## config.mk

```make
export PLATFORM = sky130hd
export DESIGN_NAME = mmc_cell
export DESIGN_NICKNAME = d
export VERILOG_FILES = /design/src/design/matrix_multiply_core_assert.svh /design/src/design/mmc_pkg.sv /design/src/design/mmc_cell.sv
export SDC_FILE = /design/constraint.sdc
export NUM_CORES = 1
export LEC_CHECK = 0
export ABC_AREA = 1
export ABC_CLOCK_PERIOD_IN_PS = 8350
export BUFFER_PORTS_ARGS = -buffer_cell sky130_fd_sc_hd__clkbuf_2
export CAP_MARGIN = 15
export CORE_MARGIN = 5
export CORE_UTILIZATION = 40
export CTS_CLUSTER_DIAMETER = 100
export DETAILED_ROUTE_END_ITERATION = 12
export HOLD_SLACK_MARGIN = 0.12
export PLACE_DENSITY = 0.55
export SLEW_MARGIN = 15
export SYNTH_ARGS = -nofsm -noshare
export SYNTH_HDL_FRONTEND = slang
export SYNTH_SLANG_ARGS = --single-unit
```

## constraint.sdc

```tcl
create_clock -name clock -period 8.35 [get_ports clock]
set_input_delay 0.4175 -clock clock [delete_from_list [all_inputs] [get_ports clock]]
set_output_delay 0.4175 -clock clock [all_outputs]
set_load 0.005 [all_outputs]
```

## src/design/matrix_multiply_core_assert.svh

```systemverilog
// Assertion macros for the matrix multiply core.
// Included by files that carry concurrent checks; no other dependencies.
`ifndef MATRIX_MULTIPLY_CORE_ASSERT_SVH
`define MATRIX_MULTIPLY_CORE_ASSERT_SVH

`ifndef NO_ASSERTIONS

`define MMC_ASSERT_IMP(label, clk, rst, ante, cons) \
   label: assert property (@(posedge clk) disable iff (rst) (ante) |-> (cons)) \
      else $error("matrix_multiply_core: check failed");

`define MMC_ASSERT_NEXT(label, clk, rst, ante, cons) \
   label: assert property (@(posedge clk) disable iff (rst) (ante) |=> (cons)) \
      else $error("matrix_multiply_core: check failed");

`else

`define MMC_ASSERT_IMP(label, clk, rst, ante, cons)

`define MMC_ASSERT_NEXT(label, clk, rst, ante, cons)

`endif

`endif

```

## src/design/mmc_pkg.sv

```systemverilog
// Types and constants shared by the matrix multiply core and its MAC cells.
// No dependencies.
package mmc_pkg;

   localparam int IDX_W  = 3;
   localparam int SIZE_W = 4;
   localparam int ELEM_W = 16;
   localparam int ACC_W  = 36;
   localparam int CSR_W  = 2;

   localparam logic [1:0] ACT_LOAD_A  = 2'd0;
   localparam logic [1:0] ACT_LOAD_B  = 2'd1;
   localparam logic [1:0] ACT_COMPUTE = 2'd2;

   localparam logic [CSR_W-1:0] CSR_ROWS_OF_A  = 2'd0;
   localparam logic [CSR_W-1:0] CSR_INNER_SIZE = 2'd1;
   localparam logic [CSR_W-1:0] CSR_COLS_OF_B  = 2'd2;

   localparam logic [SIZE_W-1:0] SIZE_RESET = 4'd8;

   typedef struct packed {
      logic [1:0]              action;
      logic [IDX_W-1:0]        row_index;
      logic [IDX_W-1:0]        col_index;
      logic signed [ELEM_W-1:0] element_value;
   } req_type;

   typedef struct packed {
      logic [IDX_W-1:0]        out_row;
      logic [IDX_W-1:0]        out_col;
      logic signed [ACC_W-1:0] out_value;
      logic                    last;
   } rsp_type;

   typedef struct packed {
      logic             valid;
      logic             first;
      logic [IDX_W-1:0] k;
   } cell_ctl_type;

   typedef enum logic [1:0] {
      ST_IDLE,
      ST_FEED,
      ST_DRAIN,
      ST_EMIT
   } state_type;

   function automatic logic [SIZE_W-1:0] eff_size(input logic [SIZE_W-1:0] size_value,
                                                  input logic [SIZE_W-1:0] max_dim);
      logic [SIZE_W-1:0] result;
      if (size_value == '0) begin
         result = 4'd1;
      end else if (size_value > max_dim) begin
         result = max_dim;
      end else begin
         result = size_value;
      end
      return result;
   endfunction

endpackage

```

## src/design/mmc_cell.sv

```systemverilog
// One MAC cell of the chain: holds one column of B and one accumulator.
// Passes the A element and its control token to the next cell each cycle. Uses mmc_pkg.
module mmc_cell #(
   parameter int DATA_WIDTH = 16,
   parameter int MAX_DIM    = 8
) (
   input  logic                            clock,
   input  logic                            reset,
   input  logic signed [DATA_WIDTH-1:0]    a_in,
   input  mmc_pkg::cell_ctl_type           ctl_in,
   output logic signed [DATA_WIDTH-1:0]    a_out,
   output mmc_pkg::cell_ctl_type           ctl_out,
   input  logic                            b_we,
   input  logic [$clog2(MAX_DIM)-1:0]      b_row,
   input  logic signed [DATA_WIDTH-1:0]    b_data,
   output logic signed [mmc_pkg::ACC_W-1:0] acc
);

   localparam int DIM_W  = $clog2(MAX_DIM);
   localparam int PROD_W = 2 * DATA_WIDTH;

   logic signed [DATA_WIDTH-1:0]     b_col_ff [MAX_DIM];
   logic signed [DATA_WIDTH-1:0]     b_sel;
   logic signed [PROD_W-1:0]         prod;
   logic signed [mmc_pkg::ACC_W-1:0] acc_ff;
   logic signed [mmc_pkg::ACC_W-1:0] acc_in;
   logic signed [DATA_WIDTH-1:0]     a_ff;
   mmc_pkg::cell_ctl_type            ctl_ff;

   assign b_sel = b_col_ff[ctl_in.k[DIM_W-1:0]];
   assign prod  = a_in * b_sel;

   always_comb begin
      if (ctl_in.first) begin
         acc_in = mmc_pkg::ACC_W'(prod);
      end else begin
         acc_in = acc_ff + mmc_pkg::ACC_W'(prod);
      end
   end

   always_ff @(posedge clock) begin
      if (reset) begin
         ctl_ff <= '0;
      end else begin
         ctl_ff <= ctl_in;
      end
   end

   always_ff @(posedge clock) begin
      a_ff <= a_in;
      if (ctl_in.valid) begin
         acc_ff <= acc_in;
      end
      if (b_we) begin
         b_col_ff[b_row] <= b_data;
      end
   end

   assign a_out   = a_ff;
   assign ctl_out = ctl_ff;
   assign acc     = acc_ff;

endmodule

```

Yosys cells after proc, flatten, opt, wreduce, memory -nomap -nowiden:

Memory sizes are Yosys's and may differ from the RTL's.
Index checks and enable logic that the tools add are counted.

* memories kept: 1
* bits of input ports: 43
* bits in registers: 57
* output and inout port bits: 57
* memory bits (writable): 128
* word-level logic and storage cells: 11

Memories
* b_col_ff: depth 8, width 16, rd ports 1, clocked after memory_dff 0, wr ports 1, RTL line mmc_cell.sv:22 `logic signed [DATA_WIDTH-1:0] b_col_ff [MAX_DIM];`

* muxes and demuxes: 3
* multipliers: 1
* add/subtract/negate cells: 1

Operators with widths (count)
* $add 36x32->36: 1
* $mux 36: 1
* $mul 16x16->32: 1
* $mux 1: 2

Depth between registers and ports, before layout:

Gate-level depths: netlist of the first run.
An unclocked memory read counts as a cell.

* depth in word-level cells: 4
* gate-level depth with buffers: 45
* depth with buffers taken out: 41

Least setup slack after synthesis of the first run:

OpenSTA, ideal clock, no wires.

* kind: input-to-reg
* from: input port ctl_in[0] in the netlist's numbering
* to: register acc_ff (netlist bit acc[35]) (data pin)
* arrival: 7.148 ns
* required time: 8.096 ns
* cell stages on the path: 35
* buffers on the path: 3
* setup time: 0.254 ns
* path slack: 0.948 ns
* path through: buf_6 inv_4 buf_6 buf_6 o21ai_0 o221ai_1 nand2_2 nor2_1 fa_1 inv_1 fa_1 inv_1 fa_1 fa_1 fa_1 fa_1 ha_1 nand2_1 nor2_1 inv_1 nor3_1 nand3_1 nand3_1 nand2_1 and2_1 ha_1 nand2_1 nor2_1 nand2_1 nor2_1 nand3_1 nand4_1 nand3_1 nand2_1 nand2_1

* cells in the longest elaborated chain, start to end: 4

Ends and longest elaborated chain
* start, declared: RTL line mmc_cell.sv:10 `input mmc_pkg::cell_ctl_type ctl_in,`
* $mem_v2 8x16 (*)
* $mul 16x16->32 (*): RTL line mmc_cell.sv:31 `assign prod = a_in * b_sel;`
* $add 36x32->36: RTL line mmc_cell.sv:37 `acc_in = acc_ff + mmc_pkg::ACC_W'(prod);`
* $mux 36 (*): RTL line mmc_cell.sv:34 `if (ctl_in.first) begin`
* net acc_in (one bit): RTL line mmc_cell.sv:26 `logic signed [mmc_pkg::ACC_W-1:0] acc_in;`
* end signal, assigned: RTL line mmc_cell.sv:52 `acc_ff <= acc_in;`
* end, declared: RTL line mmc_cell.sv:25 `logic signed [mmc_pkg::ACC_W-1:0] acc_ff;`

The timed path passes the listed nets; every way through them passes the cells marked *.
A chain may end at the register's enable or synchronous reset.

Worst setup path in the final report of the first run:

* from: memory b_col_ff[5][1]
* to: register acc_ff (netlist bit acc[33]) (data pin)

* cells in the longest elaborated chain, start to end: 4

Ends and longest elaborated chain (RTL line)
* start, declared: mmc_cell.sv:22
* $mem_v2 8x16 (*)
* $mul 16x16->32 (*): mmc_cell.sv:31
* $add 36x32->36: mmc_cell.sv:37
* $mux 36 (*): mmc_cell.sv:34
* net acc_in (one bit): mmc_cell.sv:26

Marked as above.

==> summary.md, run 1 <==
| Metric | Value |
|---|---|
| Final worst slack | `0.419 ns` |
| Buf+Inv Stages, Crit Path | `3` |
| Synth area leader | `fa_1` |
| Area grow syn2layout | `11.8%` |
| Hold_sp | `b_data[6]` |
| HP Class | `in2reg` |
| Startpoint Class | `flip-flop` |
| CTS sink count | `around 190` |
| Most frequent cells in the layout | `nand2_1 (432), inv_1 (424), nor2_1 (308)` |
| DRC | `0` |
| Vias | `15.7k` |
| Flop2flop setup slack | `~0.42 ns` |
| Die Span Y | `approximately 230 µm` |
| CP endpoint kind | `flip-flop` |
| Initial antenna violation count | `0` |
| Warning count from the yosys run | `0` |
| Total number of H-tree levels | `4` |
| TritonCTS Buffers | `17` |
| TritonCTS clock tree | `yes` |
| Post-synth EDFFs | `164` |
| Die width | `232 µm` |
| Tot GR Track Use | `a little over a fifth` |
| Share of the synthesized area in the top cell type | `26.7%` |
| Reg2Reg Depth | `31` |
| Placement Rows | `81` |
| Final period util | `between 90% and 100%` |
| Worst Tran Pin Value | `between 1 and 1.5 ns` |
| I/O pin count | `100` |
| CP max-delay cell | `fa_1` |
| Crit path max fanout | `8` |
| CTS Buffer Depth | `2` |
| Full die area | `53900 µm²` |
| Multiplexer share of the synthesized area | `0%` |
| Nets@finish | `2843` |
| Ratio of cells with drive above 1 in the final layout | `12.4%` |
| Cells after Synth | `2271` |
| Vias in the first global route | `approximately 16k` |
| Initial Util | `approximately two fifths` |
| Mean Syn Cell Area | `8.69 µm²` |
| Routed Antenna Nets | `0` |
| Top FF cell, synth | `edfxtp_1` |
| Root Buffer | `clkbuf_16` |
| Syn_nets | `around 2.7k` |
| Final hold violation count | `0` |
| GP Congestion | `between 1 and 1.5` |
| Largest net degree at the start of global routing | `47` |
| Worst R2R Start | `b_col_ff[5][1]` |
| Finished Core Util | `45.1%` |
| Worst rel slew slack | `26.5%` |
| Peak Freq | `approximately 130 MHz` |
| DP Wirelength | `46900 µm` |
| Post-synth cell types | `49` |
| Hold Path End | `b_col_ff[1][6]` |
| Clock transition at path regs | `~0.07 ns` |
| Final Max Tran Viols | `0` |
| Worst r2r dst | `acc[33]` |
| Synthesized cell area | `19700 µm²` |
| Asr flop ratio synth | `0%` |
| Worst path top cell family by delay | `adder cells` |
| Via density per instance | `between 5 and 6` |
| Setup crit start | `b_col_ff[5][1]` |
| Diodes inserted | `0` |
| WS Path Type | `reg2reg` |
| Post-Synth Simple-Gate Area | `19.3%` |
| Crit path top cell by count | `nand2_1` |
| Skew final | `0.0194 ns` |
| Wire per inst | `18.3 µm` |
| RSZ-0062 raised after global routing | `false` |
| Worst-skew pair later-pin latency | `0.49 ns` |
| Synth area leaders | `fa_1 (27%), edfxtp_1 (25%), nand2_1 (8.2%), inv_1 (8.1%), ha_1 (7.5%)` |
| Sequential element share of the synthesized area | `27.1%` |
| Max-Cap Viols | `0` |
| I/O Buffers | `~100` |
| CP max stage delay | `0.59 ns` |
| Setup WS pre-CTS | `-0.0462 ns` |
| Status | `complete, no violations` |
| First-pass detailed-route iteration total | `6` |
| Adder-cell share of the synthesized area | `34.2%` |
| First-pass GRT wire length | `roughly 90000 µm` |
| Commonest non-fill, non-tap cell in the layout | `nand2_1` |
| Worst Hold Path Cells | `1` |
| Post-Route WL | `between 50000 and 60000 µm` |
| Minimum clock period | `just under 8 ns` |
| Fillers | `4926` |
| Total core area | `about 49000 µm²` |
| Critical Path RT | `8.57 ns` |
| Largest family of logic cells by synthesized area | `adder cells` |
| Final setup fails | `0` |
| Setup bufs post-CTS | `0` |
| Post-synthesis xor/xnor area fraction | `1.53%` |
| First-iteration detailed-routing DRC count | `around 1.1k` |
| #FFs+latches synth | `185` |
| Hold slack | `0.199 ns` |
| CP arrival | `8.15 ns` |
| Remaining Overflow, GRT | `0` |
| Synth Area in Compound Gates | `7.55%` |
## registers in the layout, indices dropped and copies added, names as in the netlist
register / cells
a_out: 16
acc: 36
b_col_ff: 128
ctl_out: 5
## cell usage after synthesis, types with 14 or more instances
| master | count |
|---|---|
| nand4_1 | 19 |
| o21ai_1 | 27 |
| o21ai_0 | 94 |
| buf_6 | 14 |
| inv_2 | 17 |
| nor2_1 | 312 |
| clkbuf_1 | 16 |
| nor2_2 | 15 |
| nand2_2 | 16 |
| nand2_1 | 432 |
| nand3_1 | 74 |
| edfxtp_1 | 164 |
| inv_1 | 425 |
| ha_1 | 118 |
| o221ai_1 | 30 |
| a21oi_1 | 68 |
| dfxtp_1 | 21 |
| fa_1 | 263 |
| xor2_1 | 14 |
## routing by layer
metal  share of wire, %  vias up  GRT usage (%)
met5                  0        -              0
met4                2.7        0           6.46
met2                 49      404           37.1
met3                5.1       73           3.48
li1                   -     7416              -
met1                 43     7786           29.1
## logic make-up (layout without fill, tap and decap cells)
kind of cell	Yosys count	after routing
xor gates and xnor gates	31	31
adders and majority gates	381	381
DFF	185	185
and+or+nand+nor	914	914
buffers and inverters	508	669
AOI/OAI and AO/OA	252	252
## cell type report
cell class	count	area [µm²]	share of cell area (%)
multi-input cells	1578	12400	56.0
flip-flops and latches	185	5350	24.2
inverters	449	1690	7.68
repair buffers	188	1220	5.52
well taps	664	831	3.77
clock buffers	17	425	1.93
clock inverters	15	179	0.811
## worst register-to-register path, delay by kind of cell (launching register included)
kind | cells | cell delay [ns]
buffers and inverters | 3 | 0.45
AOI/OAI and AO/OA | 2 | 0.31
adders and majority gates | 8 | 3.93
DFF | 1 | 0.41
and+or+nand+nor | 18 | 2.58
## through the flow
stage / cell area [µm²] / TNS (ns) / cells
after floorplan: 19700 / 0 / 2271
after global placement: 21400 / -0.00518 / 3063
after detailed placement: 21400 / -0.0605 / 3063
after CTS: 22000 / 0 / 3096
after global routing: 22000 / 0 / 3096
final: 22000 / 0 / 3096
## worst max path at each step
stage | end | slack (ns) | depth (start not counted)
floorplan | acc[35] | 0.95 | 35
global placement | acc[34] | -0.005 | 33
detailed placement | acc[34] | -0.05 | 33
CTS | acc[34] | 0.39 | 31
global route | acc[29] | 0.003 | 33
finish | acc[33] | 0.42 | 31
## timing repair
item	CTS	global route
hold buffers	1	0
gates resized for setup	0	9
endpoints found under the hold margin	1	0
setup endpoints to repair	0	3
Power of run 1 is left out: the tool's default activity adds up to more than one toggle a clock period on the data nets, which glitch-free logic cannot reach.
==> inputs of run 2 (changes only) <==
ABC_CLOCK_PERIOD_IN_PS = 9600   (was 8350)
clock period = 9.6 ns   (was 8.35 ns; I/O delays follow)
==> run 2 against run 1 <==
  * Design area is 2.5% lower
  * Largest cell class unchanged
  * Die area is the same
  * Global-route usage is 0.076 points lower
==> summary.md, run 2 (synthesized netlist as in run 1, its figures left out) <==
| Metric | Value |
|---|---|
| CTS sink count | `185 (unchanged)` |
| First-pass detailed-route iteration total | `5 (-1)` |
| GP Congestion | `0.964 (-3.9%)` |
| Ratio of cells with drive above 1 in the final layout | `9.78% (-2.6 points)` |
| Remaining Overflow, GRT | `0 (unchanged)` |
| Flop2flop setup slack | `1.16 ns (+0.74 ns)` |
| Initial Util | `40.4% (unchanged)` |
| TritonCTS clock tree | `yes` |
| Skew final | `0.0128 ns (-0.00662 ns)` |
| Nets@finish | `2783 (-2.1%)` |
| Wire per inst | `18.6 µm (+1.9%)` |
| Die width | `232 µm (unchanged)` |
| Worst-skew pair later-pin latency | `0.48 ns (about the same)` |
| Full die area | `53900 µm² (unchanged)` |
| DP Wirelength | `45700 µm (-2.5%)` |
| Diodes inserted | `0 (unchanged)` |
| Sum of negative setup slack | `0 ns (unchanged)` |
| Final period util | `91.6%` |
| First-pass GRT wire length | `89700 µm (-0.63%)` |
| CP max stage delay | `0.59 ns (about the same)` |
| Hold_sp | `a_in[15]` |
| Vias | `15.3k (-2.3%)` |
| CP endpoint kind | `flip-flop` |
| I/O pin count | `100 (unchanged)` |
| Hold slack | `0.223 ns (+0.0241 ns)` |
| Setup bufs post-CTS | `0 (unchanged)` |
| Max FFs per register | `128 (unchanged)` |
| Root Buffer | `clkbuf_16` |
| # hold bufs at CTS | `0 (-1)` |
| Commonest non-fill, non-tap cell in the layout | `nand2_1` |
| Final hold violation count | `0 (unchanged)` |
| I/O Buffers | `99 (unchanged)` |
| Tot GR Track Use | `21.8% (-0.076 points)` |
| Critical Path RT | `9.83 ns (+1.26 ns)` |
| Placement Rows | `81 (unchanged)` |
| Worst r2r dst | `acc[34]` |
| WS Path Type | `in2reg` |
| DRC | `0 (unchanged)` |
| Routed Antenna Nets | `0 (unchanged)` |
| Via density per instance | `5.05 (-0.33%)` |
| Final Max Tran Viols | `0 (unchanged)` |
| Peak Freq | `114 MHz` |
| Worst Tran Pin Value | `1.10 ns (-0.00637 ns)` |
| Total core area | `48800 µm² (unchanged)` |
| Crit path max fanout | `33 (+25)` |
| Hold Path End | `a_out[15]` |
| TritonCTS Buffers | `17 (unchanged)` |
| Area grow syn2layout | `8.91%` |
| Startpoint Class | `input port` |
| Total number of H-tree levels | `4 (unchanged)` |
| CP arrival | `9.03 ns (+0.88 ns)` |
| Post-Route WL | `56500 µm (about the same)` |
| Initial antenna violation count | `0 (unchanged)` |
| # resized after CTS | `0 (unchanged)` |
| Status | `complete, no violations` |
| Largest reg by FF count | `b_col_ff` |
| HP Class | `in2reg` |
| Largest net degree at the start of global routing | `47 (unchanged)` |
| Minimum clock period | `8.79 ns` |
| Die Span Y | `232 µm (unchanged)` |
| CP max-delay cell | `fa_1` |
| Reg2Reg Depth | `33 (+6.5%)` |
| Worst Hold Path Cells | `1 (unchanged)` |
| Vias in the first global route | `16.0k (-1.2%)` |
| First-iteration detailed-routing DRC count | `1048 (-5.1%)` |
| RSZ-0062 raised after global routing | `false` |
| Final setup fails | `0 (unchanged)` |
| Worst rel slew slack | `27.0% (+0.42 points)` |
| Most frequent cells in the layout | `nand2_1 (432), inv_1 (425), nor2_1 (312)` |
| Clock transition at path regs | `0.07 ns (about the same)` |
| Worst R2R Start | `b_col_ff[2][1]` |
| CTS Buffer Depth | `2 (unchanged)` |
| Max-Cap Viols | `0 (unchanged)` |
[run 2: per-layer routing]
layer	GRT usage, %	vias up	share of wire [%]
met1	28.6	7607	43
met2	36.9	366	49
li1	-	7280	-
met3	4.77	67	5.8
met5	0	-	0
met4	5.78	0	2.1
[run 2: area by class of cell]
cell class | count | area [µm²]
timing repair buffer | 128 | 726
fill | 5039 | 27400
clock buffer | 18 | 429
clock inverter | 13 | 134
multi-input combinational | 1578 | 12300
inverter | 449 | 1690
tap | 664 | 831
sequential | 185 | 5350
[run 2: how the worst max path moves through the flow]
stage               slack, ns  startpoint  depth (start not counted)      end
floorplan                2.14   ctl_in[0]                         35  acc[35]
global placement         0.46   ctl_in[0]                         34  acc[33]
detailed placement       0.45   ctl_in[0]                         33  acc[33]
CTS                      0.99   ctl_in[0]                         33  acc[33]
global route             0.16   ctl_in[0]                         33  acc[33]
finish                   0.81   ctl_in[0]                         33  acc[34]
[run 2: stage by stage]
step / worst slack [ns] / instance area [µm²] / util, % / cells
2_1_floorplan: 2.14 / 19700 / - / 2271
3_3_place_gp: 0.456 / 20900 / 42.8 / 3004
3_5_place_dp: 0.453 / 20900 / 42.8 / 3004
4_1_cts: 0.990 / 21500 / 44.0 / 3035
5_1_grt: 0.160 / 21500 / 44.0 / 3035
6_report: 0.808 / 21500 / 44.0 / 3035
[run 2: worst max-delay path: cells and delay by family]
kind | cells | cell delay, ns
fa+ha+maj | 8 | 3.71
simple gates | 18 | 3.00
buf+inv | 5 | 1.21
compound gates | 2 | 0.63
Power of run 2 is left out for the same reason.
